<file path="src/rtl/pal_pkg.sv">
`default_nettype none

package pal_pkg;

    localparam int LIST_DEPTH = 128;
    localparam int IDX_W      = $clog2(LIST_DEPTH);
    localparam int CNT_W      = $clog2(LIST_DEPTH + 1);
    localparam int POS_W      = 8;
    localparam int DATA_W     = 32;
    localparam int WIDE_W     = ((POS_W > CNT_W) ? POS_W : CNT_W) + 1;

    typedef enum logic [1:0] {
        MODE_INSERT = 2'd0,
        MODE_DELETE = 2'd1,
        MODE_SEARCH = 2'd2,
        MODE_READ   = 2'd3
    } mode_t;

    typedef enum logic [1:0] {
        ST_OK       = 2'd0,
        ST_FULL     = 2'd1,
        ST_BADPOS   = 2'd2,
        ST_NOTFOUND = 2'd3
    } status_t;

    typedef struct packed {
        logic              we;
        logic [IDX_W-1:0]  waddr;
        logic [DATA_W-1:0] wdata;
        logic [IDX_W-1:0]  raddr;
    } mem_req_t;

endpackage

`default_nettype wire

</file>
<file path="src/rtl/pal_if.sv">
`default_nettype none

interface pal_in_if
    import pal_pkg::*;
();
    logic                     valid;
    logic                     ready;
    logic [1:0]               mode;
    logic [POS_W-1:0]         position;
    logic signed [DATA_W-1:0] value;

    modport source (output valid, output mode, output position, output value, input ready);
    modport sink   (input valid, input mode, input position, input value, output ready);
    modport monitor (input valid, input ready, input mode, input position, input value);
endinterface

interface pal_out_if
    import pal_pkg::*;
();
    logic                     valid;
    logic                     ready;
    logic [1:0]               status;
    logic [POS_W-1:0]         found_position;
    logic signed [DATA_W-1:0] read_value;
    logic [POS_W-1:0]         entry_count;

    modport source (output valid, output status, output found_position, output read_value,
                    output entry_count, input ready);
    modport sink   (input valid, input status, input found_position, input read_value,
                    input entry_count, output ready);
    modport monitor (input valid, input ready, input status, input found_position,
                     input read_value, input entry_count);
endinterface

`default_nettype wire

</file>
<file path="src/rtl/pal_mem.sv">
`default_nettype none

module pal_mem
    import pal_pkg::*;
(
    input  wire logic              clk,
    input  wire mem_req_t          req,
    output logic [DATA_W-1:0]      rdata
);

    logic [DATA_W-1:0] mem_reg [LIST_DEPTH];
    logic [DATA_W-1:0] rdata_reg;

    always_ff @(posedge clk)
    begin
        if (req.we)
        begin
            mem_reg[req.waddr] <= req.wdata;
        end
        rdata_reg <= mem_reg[req.raddr];
    end

    assign rdata = rdata_reg;

endmodule

`default_nettype wire

</file>
<file path="src/rtl/pal_seq.sv">
`default_nettype none

module pal_seq
    import pal_pkg::*;
(
    input  wire logic         clk,
    input  wire logic         rst_n,
    pal_in_if.sink            in_ch,
    pal_out_if.source         out_ch,
    output mem_req_t          req,
    input  wire logic [DATA_W-1:0] rdata
);

    typedef enum logic [1:0] {
        S_IDLE,
        S_WALK,
        S_RESP
    } state_t;

    state_t            state_reg, state_next;
    mode_t             mode_reg, mode_next;
    logic [POS_W-1:0]  pos_reg, pos_next;
    logic [DATA_W-1:0] val_reg, val_next;
    logic [CNT_W-1:0]  cnt_reg, cnt_next;
    logic [IDX_W-1:0]  addr_reg, addr_next;
    logic [CNT_W-1:0]  left_reg, left_next;
    logic              pend_reg, pend_next;
    logic [IDX_W-1:0]  pend_addr_reg, pend_addr_next;
    status_t           stat_reg, stat_next;
    logic [POS_W-1:0]  found_reg, found_next;
    logic [DATA_W-1:0] rd_reg, rd_next;
    logic              out_valid_reg, out_valid_next;
    status_t           out_status_reg, out_status_next;
    logic [POS_W-1:0]  out_found_reg, out_found_next;
    logic [DATA_W-1:0] out_rd_reg, out_rd_next;
    logic [POS_W-1:0]  out_cnt_reg, out_cnt_next;

    logic [WIDE_W-1:0] pos_x;
    logic [WIDE_W-1:0] cnt_x;
    logic              issue;

    assign pos_x = WIDE_W'(in_ch.position);
    assign cnt_x = WIDE_W'(cnt_reg);
    assign issue = (left_reg != '0);

    always_comb
    begin
        state_next      = state_reg;
        mode_next       = mode_reg;
        pos_next        = pos_reg;
        val_next        = val_reg;
        cnt_next        = cnt_reg;
        addr_next       = addr_reg;
        left_next       = left_reg;
        pend_next       = 1'b0;
        pend_addr_next  = addr_reg;
        stat_next       = stat_reg;
        found_next      = found_reg;
        rd_next         = rd_reg;
        out_valid_next  = out_valid_reg && !out_ch.ready;
        out_status_next = out_status_reg;
        out_found_next  = out_found_reg;
        out_rd_next     = out_rd_reg;
        out_cnt_next    = out_cnt_reg;
        req.we          = 1'b0;
        req.waddr       = '0;
        req.wdata       = val_reg;
        req.raddr       = addr_reg;

        unique case (state_reg)
            S_IDLE:
            begin
                if (in_ch.valid)
                begin
                    mode_next  = mode_t'(in_ch.mode);
                    pos_next   = in_ch.position;
                    val_next   = in_ch.value;
                    stat_next  = ST_OK;
                    found_next = '0;
                    rd_next    = '0;
                    left_next  = '0;
                    addr_next  = '0;
                    state_next = S_WALK;
                    unique case (mode_t'(in_ch.mode))
                        MODE_INSERT:
                        begin
                            if (cnt_x == WIDE_W'(LIST_DEPTH))
                            begin
                                stat_next  = ST_FULL;
                                state_next = S_RESP;
                            end
                            else if (pos_x == '0 || pos_x > cnt_x + WIDE_W'(1))
                            begin
                                stat_next  = ST_BADPOS;
                                state_next = S_RESP;
                            end
                            else
                            begin
                                // move entries pos-1..cnt-1 up, walking down from the top
                                left_next = CNT_W'(cnt_x - pos_x + WIDE_W'(1));
                                addr_next = IDX_W'(cnt_x - WIDE_W'(1));
                            end
                        end
                        MODE_DELETE:
                        begin
                            if (pos_x == '0 || pos_x > cnt_x)
                            begin
                                stat_next  = ST_BADPOS;
                                state_next = S_RESP;
                            end
                            else
                            begin
                                left_next = CNT_W'(cnt_x - pos_x);
                                addr_next = IDX_W'(pos_x);
                            end
                        end
                        MODE_SEARCH:
                        begin
                            left_next = cnt_reg;
                        end
                        MODE_READ:
                        begin
                            if (pos_x == '0 || pos_x > cnt_x)
                            begin
                                stat_next  = ST_BADPOS;
                                state_next = S_RESP;
                            end
                            else
                            begin
                                left_next = CNT_W'(1);
                                addr_next = IDX_W'(pos_x - WIDE_W'(1));
                            end
                        end
                        default: ;
                    endcase
                end
            end

            S_WALK:
            begin
                // one read issued per cycle, its data handled the cycle after
                if (issue)
                begin
                    addr_next = (mode_reg == MODE_INSERT) ? addr_reg - IDX_W'(1)
                                                          : addr_reg + IDX_W'(1);
                    left_next = left_reg - CNT_W'(1);
                end
                pend_next      = issue;
                pend_addr_next = addr_reg;

                if (pend_reg)
                begin
                    unique case (mode_reg)
                        MODE_INSERT:
                        begin
                            req.we    = 1'b1;
                            req.waddr = pend_addr_reg + IDX_W'(1);
                            req.wdata = rdata;
                        end
                        MODE_DELETE:
                        begin
                            req.we    = 1'b1;
                            req.waddr = pend_addr_reg - IDX_W'(1);
                            req.wdata = rdata;
                        end
                        MODE_SEARCH:
                        begin
                            // ascending walk, so the last hit wins
                            if (rdata == val_reg)
                            begin
                                found_next = POS_W'(pend_addr_reg) + POS_W'(1);
                            end
                        end
                        MODE_READ:
                        begin
                            rd_next = rdata;
                        end
                        default: ;
                    endcase
                end
                else if (!issue)
                begin
                    unique case (mode_reg)
                        MODE_INSERT:
                        begin
                            req.we    = 1'b1;
                            req.waddr = IDX_W'(pos_reg - POS_W'(1));
                            req.wdata = val_reg;
                            cnt_next  = cnt_reg + CNT_W'(1);
                        end
                        MODE_DELETE:
                        begin
                            cnt_next = cnt_reg - CNT_W'(1);
                        end
                        MODE_SEARCH:
                        begin
                            if (found_reg == '0)
                            begin
                                stat_next = ST_NOTFOUND;
                            end
                        end
                        MODE_READ: ;
                        default: ;
                    endcase
                    state_next = S_RESP;
                end
            end

            S_RESP:
            begin
                if (!out_valid_reg || out_ch.ready)
                begin
                    out_valid_next  = 1'b1;
                    out_status_next = stat_reg;
                    out_found_next  = found_reg;
                    out_rd_next     = rd_reg;
                    out_cnt_next    = POS_W'(cnt_reg);
                    state_next      = S_IDLE;
                end
            end

            default:
            begin
                state_next = S_IDLE;
            end
        endcase
    end

    always_ff @(posedge clk or negedge rst_n)
    begin
        if (!rst_n)
        begin
            state_reg      <= S_IDLE;
            cnt_reg        <= '0;
            left_reg       <= '0;
            pend_reg       <= 1'b0;
            out_valid_reg  <= 1'b0;
            mode_reg       <= MODE_INSERT;
            pos_reg        <= '0;
            val_reg        <= '0;
            addr_reg       <= '0;
            pend_addr_reg  <= '0;
            stat_reg       <= ST_OK;
            found_reg      <= '0;
            rd_reg         <= '0;
            out_status_reg <= ST_OK;
            out_found_reg  <= '0;
            out_rd_reg     <= '0;
            out_cnt_reg    <= '0;
        end
        else
        begin
            state_reg      <= state_next;
            cnt_reg        <= cnt_next;
            left_reg       <= left_next;
            pend_reg       <= pend_next;
            out_valid_reg  <= out_valid_next;
            mode_reg       <= mode_next;
            pos_reg        <= pos_next;
            val_reg        <= val_next;
            addr_reg       <= addr_next;
            pend_addr_reg  <= pend_addr_next;
            stat_reg       <= stat_next;
            found_reg      <= found_next;
            rd_reg         <= rd_next;
            out_status_reg <= out_status_next;
            out_found_reg  <= out_found_next;
            out_rd_reg     <= out_rd_next;
            out_cnt_reg    <= out_cnt_next;
        end
    end

    assign in_ch.ready           = (state_reg == S_IDLE);
    assign out_ch.valid          = out_valid_reg;
    assign out_ch.status         = out_status_reg;
    assign out_ch.found_position = out_found_reg;
    assign out_ch.read_value     = out_rd_reg;
    assign out_ch.entry_count    = out_cnt_reg;

endmodule

`default_nettype wire

</file>
<file path="src/rtl/positional_array_list_top.sv">
// positional array list: ordered list of up to 128 signed 32-bit entries
// in_ch carries one command word: mode (insert, delete, search, read),
// 1-based position and value. out_ch returns one result word per command:
// status, found_position, read_value and the entry count after the command.
// entries live in a single-port-read, single-port-write ram; a sequencer
// walks it one entry per cycle through one comparator.
// insert moves count-position+1 entries, delete count-position, search reads
// all count entries, read one entry. the sequencer registers the command,
// walks its entries, finishes the command and loads the result word into
// the output register from its response state; a rejected command skips
// the walk. in_ch.ready returns with the result.
// in_ch.ready is high only while the sequencer is idle, one command at a time.
// the result sits in an output register; the next command is accepted while
// it waits, but its own result holds until out_ch.ready takes the old word.
// reset (rst_n low, async) empties the list and drops any pending result;
// ram contents are not cleared and need not be.
`default_nettype none

module positional_array_list_top
    import pal_pkg::*;
(
    input  wire logic  clk,
    input  wire logic  rst_n,
    pal_in_if.sink     in_ch,
    pal_out_if.source  out_ch
);

    mem_req_t          req;
    logic [DATA_W-1:0] rdata;

    pal_seq u_seq (
        .clk    (clk),
        .rst_n  (rst_n),
        .in_ch  (in_ch),
        .out_ch (out_ch),
        .req    (req),
        .rdata  (rdata)
    );

    pal_mem u_mem (
        .clk   (clk),
        .req   (req),
        .rdata (rdata)
    );

endmodule

`default_nettype wire

</file>
<file path="src/flat_wrapper.sv">
// flat-port wrapper written by rule: the top's interface ports become plain ports
module positional_array_list_top_flat import pal_pkg::*;
  (clk, rst_n, in_ch_valid, in_ch_mode, in_ch_position, in_ch_value, in_ch_ready, out_ch_valid, out_ch_status, out_ch_found_position, out_ch_read_value, out_ch_entry_count, out_ch_ready);
  pal_in_if in_ch_i ();
  pal_out_if out_ch_i ();
  input  wire logic clk;
  input  wire logic rst_n;
  input wire logic [$bits(in_ch_i.valid)-1:0] in_ch_valid;
  input wire logic [$bits(in_ch_i.mode)-1:0] in_ch_mode;
  input wire logic [$bits(in_ch_i.position)-1:0] in_ch_position;
  input wire logic [$bits(in_ch_i.value)-1:0] in_ch_value;
  output wire logic [$bits(in_ch_i.ready)-1:0] in_ch_ready;
  output wire logic [$bits(out_ch_i.valid)-1:0] out_ch_valid;
  output wire logic [$bits(out_ch_i.status)-1:0] out_ch_status;
  output wire logic [$bits(out_ch_i.found_position)-1:0] out_ch_found_position;
  output wire logic [$bits(out_ch_i.read_value)-1:0] out_ch_read_value;
  output wire logic [$bits(out_ch_i.entry_count)-1:0] out_ch_entry_count;
  input wire logic [$bits(out_ch_i.ready)-1:0] out_ch_ready;
  assign in_ch_i.valid = in_ch_valid;
  assign in_ch_i.mode = in_ch_mode;
  assign in_ch_i.position = in_ch_position;
  assign in_ch_i.value = in_ch_value;
  assign in_ch_ready = in_ch_i.ready;
  assign out_ch_valid = out_ch_i.valid;
  assign out_ch_status = out_ch_i.status;
  assign out_ch_found_position = out_ch_i.found_position;
  assign out_ch_read_value = out_ch_i.read_value;
  assign out_ch_entry_count = out_ch_i.entry_count;
  assign out_ch_i.ready = out_ch_ready;
  positional_array_list_top u_core (.clk(clk), .rst_n(rst_n), .in_ch(in_ch_i), .out_ch(out_ch_i));
endmodule
</file>
<file path="config.mk">
export PLATFORM = sky130hd
export DESIGN_NAME = positional_array_list_top_flat
export DESIGN_NICKNAME = d
export VERILOG_FILES = /design/src/rtl/pal_pkg.sv /design/src/rtl/pal_if.sv /design/src/rtl/pal_mem.sv /design/src/rtl/pal_seq.sv /design/src/rtl/positional_array_list_top.sv /design/src/flat_wrapper.sv
export SDC_FILE = /design/constraint.sdc
export NUM_CORES = 2
export LEC_CHECK = 0
export BUFFER_PORTS_ARGS = -buffer_cell sky130_fd_sc_hd__buf_2
export CORE_ASPECT_RATIO = 1.4
export CORE_MARGIN = 1
export CORE_UTILIZATION = 45
export CTS_CLUSTER_DIAMETER = 200
export DETAILED_ROUTE_END_ITERATION = 16
export HOLD_SLACK_MARGIN = 0.02
export PLACE_DENSITY_LB_ADDON = 0.1
export REMOVE_ABC_BUFFERS = 1
export SYNTH_ARGS = -nofsm -noshare
export SYNTH_HDL_FRONTEND = slang
export SYNTH_HIERARCHICAL = 1
export SYNTH_SLANG_ARGS = --single-unit
</file>
<file path="constraint.sdc">
create_clock -name clk -period 5.3 [get_ports clk]
set_input_delay 0.795 -clock clk [delete_from_list [all_inputs] [get_ports clk]]
set_output_delay 0.795 -clock clk [all_outputs]
set_load 0.03 [all_outputs]
</file>
# Word level (Yosys, flattened, before mapping)
# Memory sizes are Yosys's and may differ from the RTL's. A register that Yosys moved wholly into a read port is not among the register bits.
# Cells that the tools add are included.
classes:
  addsub: 14
  order_cmp: 2
  eq_ne: 20
  mux: 56
  bitwise: 2
  n_reduce_logical: 23
ops:
  columns: ["op", "count"]
  rows:
  - ["$mux W40", 4]
  - ["$mux W32", 3]
  - ["$pmux W40 S2", 1]
  - ["$mux W8", 9]
  - ["$pmux W32 S2", 1]
  - ["$mux W7", 7]
  - ["$pmux W8 S2", 3]
  - ["$sub A7 B1 Y7 const B", 5]
  - ["$eq A32 B32 Y1", 1]
  - ["$pmux W8 S4", 1]
  - ["$mux W2", 15]
  - ["$pmux W7 S3", 1]
  - ["$ne A2 B2 Y1 const B", 9]
  - ["$add A8 B1 Y8 const B", 2]
  - ["$sub A8 B1 Y8 const B", 2]
  - ["$add A7 B1 Y7 const B", 2]
  - ["$pmux W7 S2", 1]
  - ["$pmux W2 S2", 3]
  - ["$reduce_and A4 Y1", 3]
  - ["$eq A2 B2 Y1 const B", 5]
  - ["$add A8 B1 Y9 const B", 1]
  - ["$gt A8 B9 Y1", 1]
  - ["$logic_not A9 Y1", 1]
  - ["$add A7 B1 Y8 const B", 1]
  - ["other kinds (20)", 35]
word_totals:
  regBits: 167
  ramBits: 4096
  input_bits: 46
  memories: 1
memory_table:
  columns: ["memory", "words", "width", "read_ports", "rd_clocked_by_memory_dff", "write_ports", "line_no", "text"]
  rows:
  - ["u_core.u_mem.mem_reg", 128, 32, 1, 1, 1, "pal_mem.sv:11", "logic [DATA_W-1:0] mem_reg [LIST_DEPTH];"]

# Longest topological paths before layout
logic_depth:
  ltp_word: 8
  mapped_depth: 13
  mapped_depth_nobuf: 12

# By module
# Netlist, hierarchy kept.
by_module_without_submodules:
  columns: ["module", "n_inst", "cells_each", "area_each_um2", "seq_area_each_um2"]
  rows:
  - ["pal_mem", 1, 5990, 156276.1, 123638.6]
  - ["pal_seq", 1, 970, 9430.3, 4179.0]

# Least setup slack after synthesis
# Ideal clock, no wire load.
synth_timing:
  kind: "reg2reg"
  from: "register u_core.u_seq.mode_reg[1]"
  to: "memory u_core.u_mem.mem_reg[78][0] (enable)"
  setup_time_ns: 0.461
  arrival_ns: 5.059
  slack_ns: -0.220
  path_stages_with_launch: 13
  synth_period_minus_slack_ns: 5.520
  path_cell_list: "dfrtp_1 -> nand2b_1 -> inv_1 -> ha_1 -> a21o_1 -> a21o_1 -> a21o_1 -> a21oi_1 -> xnor2_1 -> o22ai_1 -> nor2b_1 -> nand3_1 -> nor3_1"
synth_rtl:
  columns: ["item", "line_no", "text"]
  rows:
  - ["start, declared", "pal_seq.sv:21", "mode_t mode_reg, mode_next;"]
  - ["start signal, assigned", "pal_seq.sv:258", "mode_reg <= mode_next;"]
  - ["end, declared", "pal_mem.sv:11", null]

==> out/results.ini <==
[place]
dp_hpwl_um = 260000
place_area_um2 = 176000
gp_congestion = 0.834
io_buffers = 97

[grt]
grt-ovfl-total = 0
grt_pass1_vias = 77700
grt.met1_usage_pct = 33.1
top_usage_layer = met2
grt_max_degree = 87
grt_usage_pct = 23.5
met3_usage_pct = 3.81
use_met2_pct = 38.3
antenna_found_initial = 46
grt_pass1_wl_um = 611000

[route]
wl_per_cell_um = 34.1
first_iter_violations = 8056
drc = 0
via_count = 75700
viasPerCell = 5.97
postRouteAntennaNets = 1
wirelength_um = 432000
drt-pass1-iter-count = 6

[worst_setup_path]
r2r_start = u_core/u_seq/mode_reg[1]$_DFFE_PN0P_
cp-startpoint = u_core/u_seq/mode_reg[1]$_DFFE_PN0P_
r2r-end = u_core/u_mem/mem_reg[76][9]$_DFFE_PP_
cp.required_ps = 5840
critPathMaxFanout = 32
r2r_slack_ps = 670
cp.arrival_ps = 5170
cpPeakStageDelay_ps = 480
critPathCaptureType = flop
crit_slowest_cell = buf_4
path_delay_family = simple AND/OR/NAND/NOR gates
path_cells = nand2b_1 > inv_1 > fa_1 > a21o_1 > a21o_1 > a21o_1 > a21oi_1 > xnor2_1 > o22ai_1 > buf_4 > nor2b_1 > nand3_1 > nor3_2 > buf_4
cp-start-kind = flop
rr_worst_depth = 14
endpoint = u_core/u_mem/mem_reg[76][9]$_DFFE_PP_
worst-path-buf-inv = 3
critPathMostFrequentCell = a21o_1
path_class = flop to flop
cp.depth = 14

[outcome]
status = finished with violations
violations = antenna violations

[timing]
finalSetupViolations = 0
worst_pin_slew_ps = 1230
slew_headroom_pct = 18.1
skew_ps = 63.9
hold_violations = 0
rsz0062_at_grt = no
fmax_mhz = 216
timing.final.crit_share_pct = 87.3
tns_ps = 0
fin_hold_ws_ps = 110
maxSlewViolCount = 0
period_minus_slack_ps = 4630

[synth]
synth_warnings = 6
synthesis.area_um2 = 166000
ys_ff_latch = 4295
synthFlopType = edfxtp_1
synth.distinct_cells = 69
async_reset_ff_share_pct = 3.89
syn_avg_cell_area_um2 = 23.8
yosysSeqAreaShare_pct = 77.1
netlist_instances = 6960
synth_edf_count = 4096

[floorplan]
core-area_um2 = 367000
die_area_um2 = 371000
die_width_um = 515
ios = 98
start_util_pct = 45.2
die_y_um = 720
rows = 263

[cts]
clock_sinks = 4295
insertion_delay_ps = 960
cts_tree = done
cts_root_buf = clkbuf_16
cts_buffer_depth = 4
cts_resized = 0
cts-buffers-inserted = 406
cts.htree.levels = 5
path_clk_slew_ps = 60

[finish]
fin_area_um2 = 189000
drive_gt1_share_pct = 33.9
largest_reg_flops = 4096
area_growth_pct = 14.0
finalNetCount = 7500

[min_path]
hold_class = primary input to flop

[flow_run]
drv_cap = 0

[power_and_ir_drop]
irDropWorstVdd_mv = 0.582
p_leak_nw = 58.4
power_density_nw_per_um2 = 575

power breakdown:
| part | total, W | leakage [nW] | internal (W) | switching (W) |
|---|---|---|---|---|
| clock | 0.0289 | 6.37 | 0.0165 | 0.0125 |
| combinational | 0.0344 | 12.8 | 0.0125 | 0.0219 |
| sequential | 0.0454 | 39.3 | 0.0441 | 0.00131 |
repair_timing:
item	4_1_cts	5_1_grt
hold buffers	1	0
endpoints found under the hold margin	81	0
setup buffers	0	0
through the flow:
stage,util [%],total power (W),std cells,worst slack (ps)
detailed placement,48.0,0.0811,11900,814
finish,51.5,0.109,12700,672
global placement,48.0,0.0805,11900,757
floorplan,-,0.0622,6596,-35730
CTS,51.5,0.110,12600,780
global route,51.5,0.112,12700,474
placed cells by master (no fill, tap or decap), types with 9 or more instances in the layout:
cell and instances:
a21o_1 13, a21oi_1 30, a221oi_1 10, and3_1 12, buf_12 119, buf_2 96
buf_4 187, bufinv_16 41, clkbuf_1 84, clkbuf_16 419, clkinv_1 87, clkinv_2 79
clkinvlp_4 13, dfrtp_1 160, dfxtp_1 32, diode_2 29, edfxtp_1 4096, ha_1 42
inv_1 31, inv_6 9, mux2_2 116, mux4_2 1344, nand2_1 176, nand2_4 32
nand3_1 22, nand4_1 13, nor2_1 35, nor2_4 119, nor2b_1 13, nor3_1 13
nor3_2 9, o21ai_0 64, o21ai_1 9, xnor2_1 65, xor2_1 21
synthesized netlist by cell type (3+ instances only):
| master | count | area share, % |
|---|---|---|
| a22o_1 | 7 | 0.037 |
| dfrtp_1 | 167 | 2.5 |
| nand4b_1 | 3 | 0.016 |
| fa_1 | 4 | 0.048 |
| clkbuf_1 | 219 | 0.50 |
| nor4_1 | 8 | 0.030 |
| nand2b_1 | 9 | 0.034 |
| inv_1 | 31 | 0.070 |
| nor2_1 | 154 | 0.35 |
| nor3_1 | 22 | 0.066 |
| a31oi_1 | 3 | 0.011 |
| nand2_1 | 212 | 0.48 |
| dfxtp_1 | 32 | 0.39 |
| o31ai_1 | 3 | 0.014 |
| a21oi_1 | 30 | 0.091 |
| xor2_1 | 21 | 0.11 |
| edfxtp_1 | 4096 | 74 |
| o21bai_1 | 3 | 0.014 |
| mux2_2 | 116 | 0.79 |
| nand3_1 | 26 | 0.079 |
| nor2b_1 | 14 | 0.053 |
| xnor2_1 | 65 | 0.34 |
| o21a_1 | 3 | 0.014 |
| ha_1 | 42 | 0.32 |
| and2_1 | 3 | 0.011 |
| or3_1 | 3 | 0.011 |
| buf_4 | 5 | 0.023 |
| a221oi_1 | 10 | 0.053 |
| a211oi_1 | 6 | 0.027 |
| a21o_1 | 14 | 0.063 |
| buf_2 | 85 | 0.26 |
| and3_1 | 12 | 0.045 |
| o22ai_1 | 9 | 0.034 |
| mux4_2 | 1344 | 18 |
| buf_1 | 53 | 0.12 |
| o21ai_0 | 65 | 0.20 |
| o21ai_1 | 8 | 0.024 |
| o22a_1 | 3 | 0.016 |
| nand4_1 | 13 | 0.049 |
metal layers:
metal  vias to the layer above  part of all wire (%)
li1                      30700                     -
met1                     42100                    41
met2                      2444                    50
met3                       449                   6.5
met4                         2                   2.3
met5                         -                0.0016
cells by family (layout without fill, tap and decap cells):
group,after synthesis,after routing,synth area share (%)
AOI/OAI and AO/OA,184,184,0.706
xor gates and xnor gates,86,86,0.455
adders and majority gates,46,46,0.365
buffers and inverters,395,1174,0.979
DFF,4295,4295,77.1
muxes,1462,1462,19.1
other,0,29,0
and+or+nand+nor,492,492,1.29
worst min path at each step:
stage,to,startpoint,slack (ps),depth (start not counted)
finish,u_core/u_seq/val_reg[23]$_DFFE_PN0P_,in_ch_value[23],110,2
CTS,u_core/u_seq/val_reg[26]$_DFFE_PN0P_,in_ch_value[26],40,2
floorplan,u_core/u_seq/rd_reg[0]$_DFFE_PN0P_,u_core/u_seq/rd_reg[0]$_DFFE_PN0P_,450,2
global route,u_core/u_seq/val_reg[24]$_DFFE_PN0P_,in_ch_value[24],70,2
detailed placement,u_core/u_seq/rd_reg[18]$_DFFE_PN0P_,u_core/u_seq/rd_reg[18]$_DFFE_PN0P_,470,2
global placement,u_core/u_seq/rd_reg[25]$_DFFE_PN0P_,u_core/u_seq/rd_reg[25]$_DFFE_PN0P_,460,2
area by class of cell:
type | instances | area, µm²
multi-input combinational | 2270 | 37500
timing repair buffer | 404 | 4290
sequential | 4295 | 128000
antenna | 29 | 72.6
clock buffer | 506 | 10800
tap | 4902 | 6130
fill | 28600 | 178000
inverter | 31 | 116
clock inverter | 233 | 2180
Note: power is estimated with default switching activity, not from simulation.
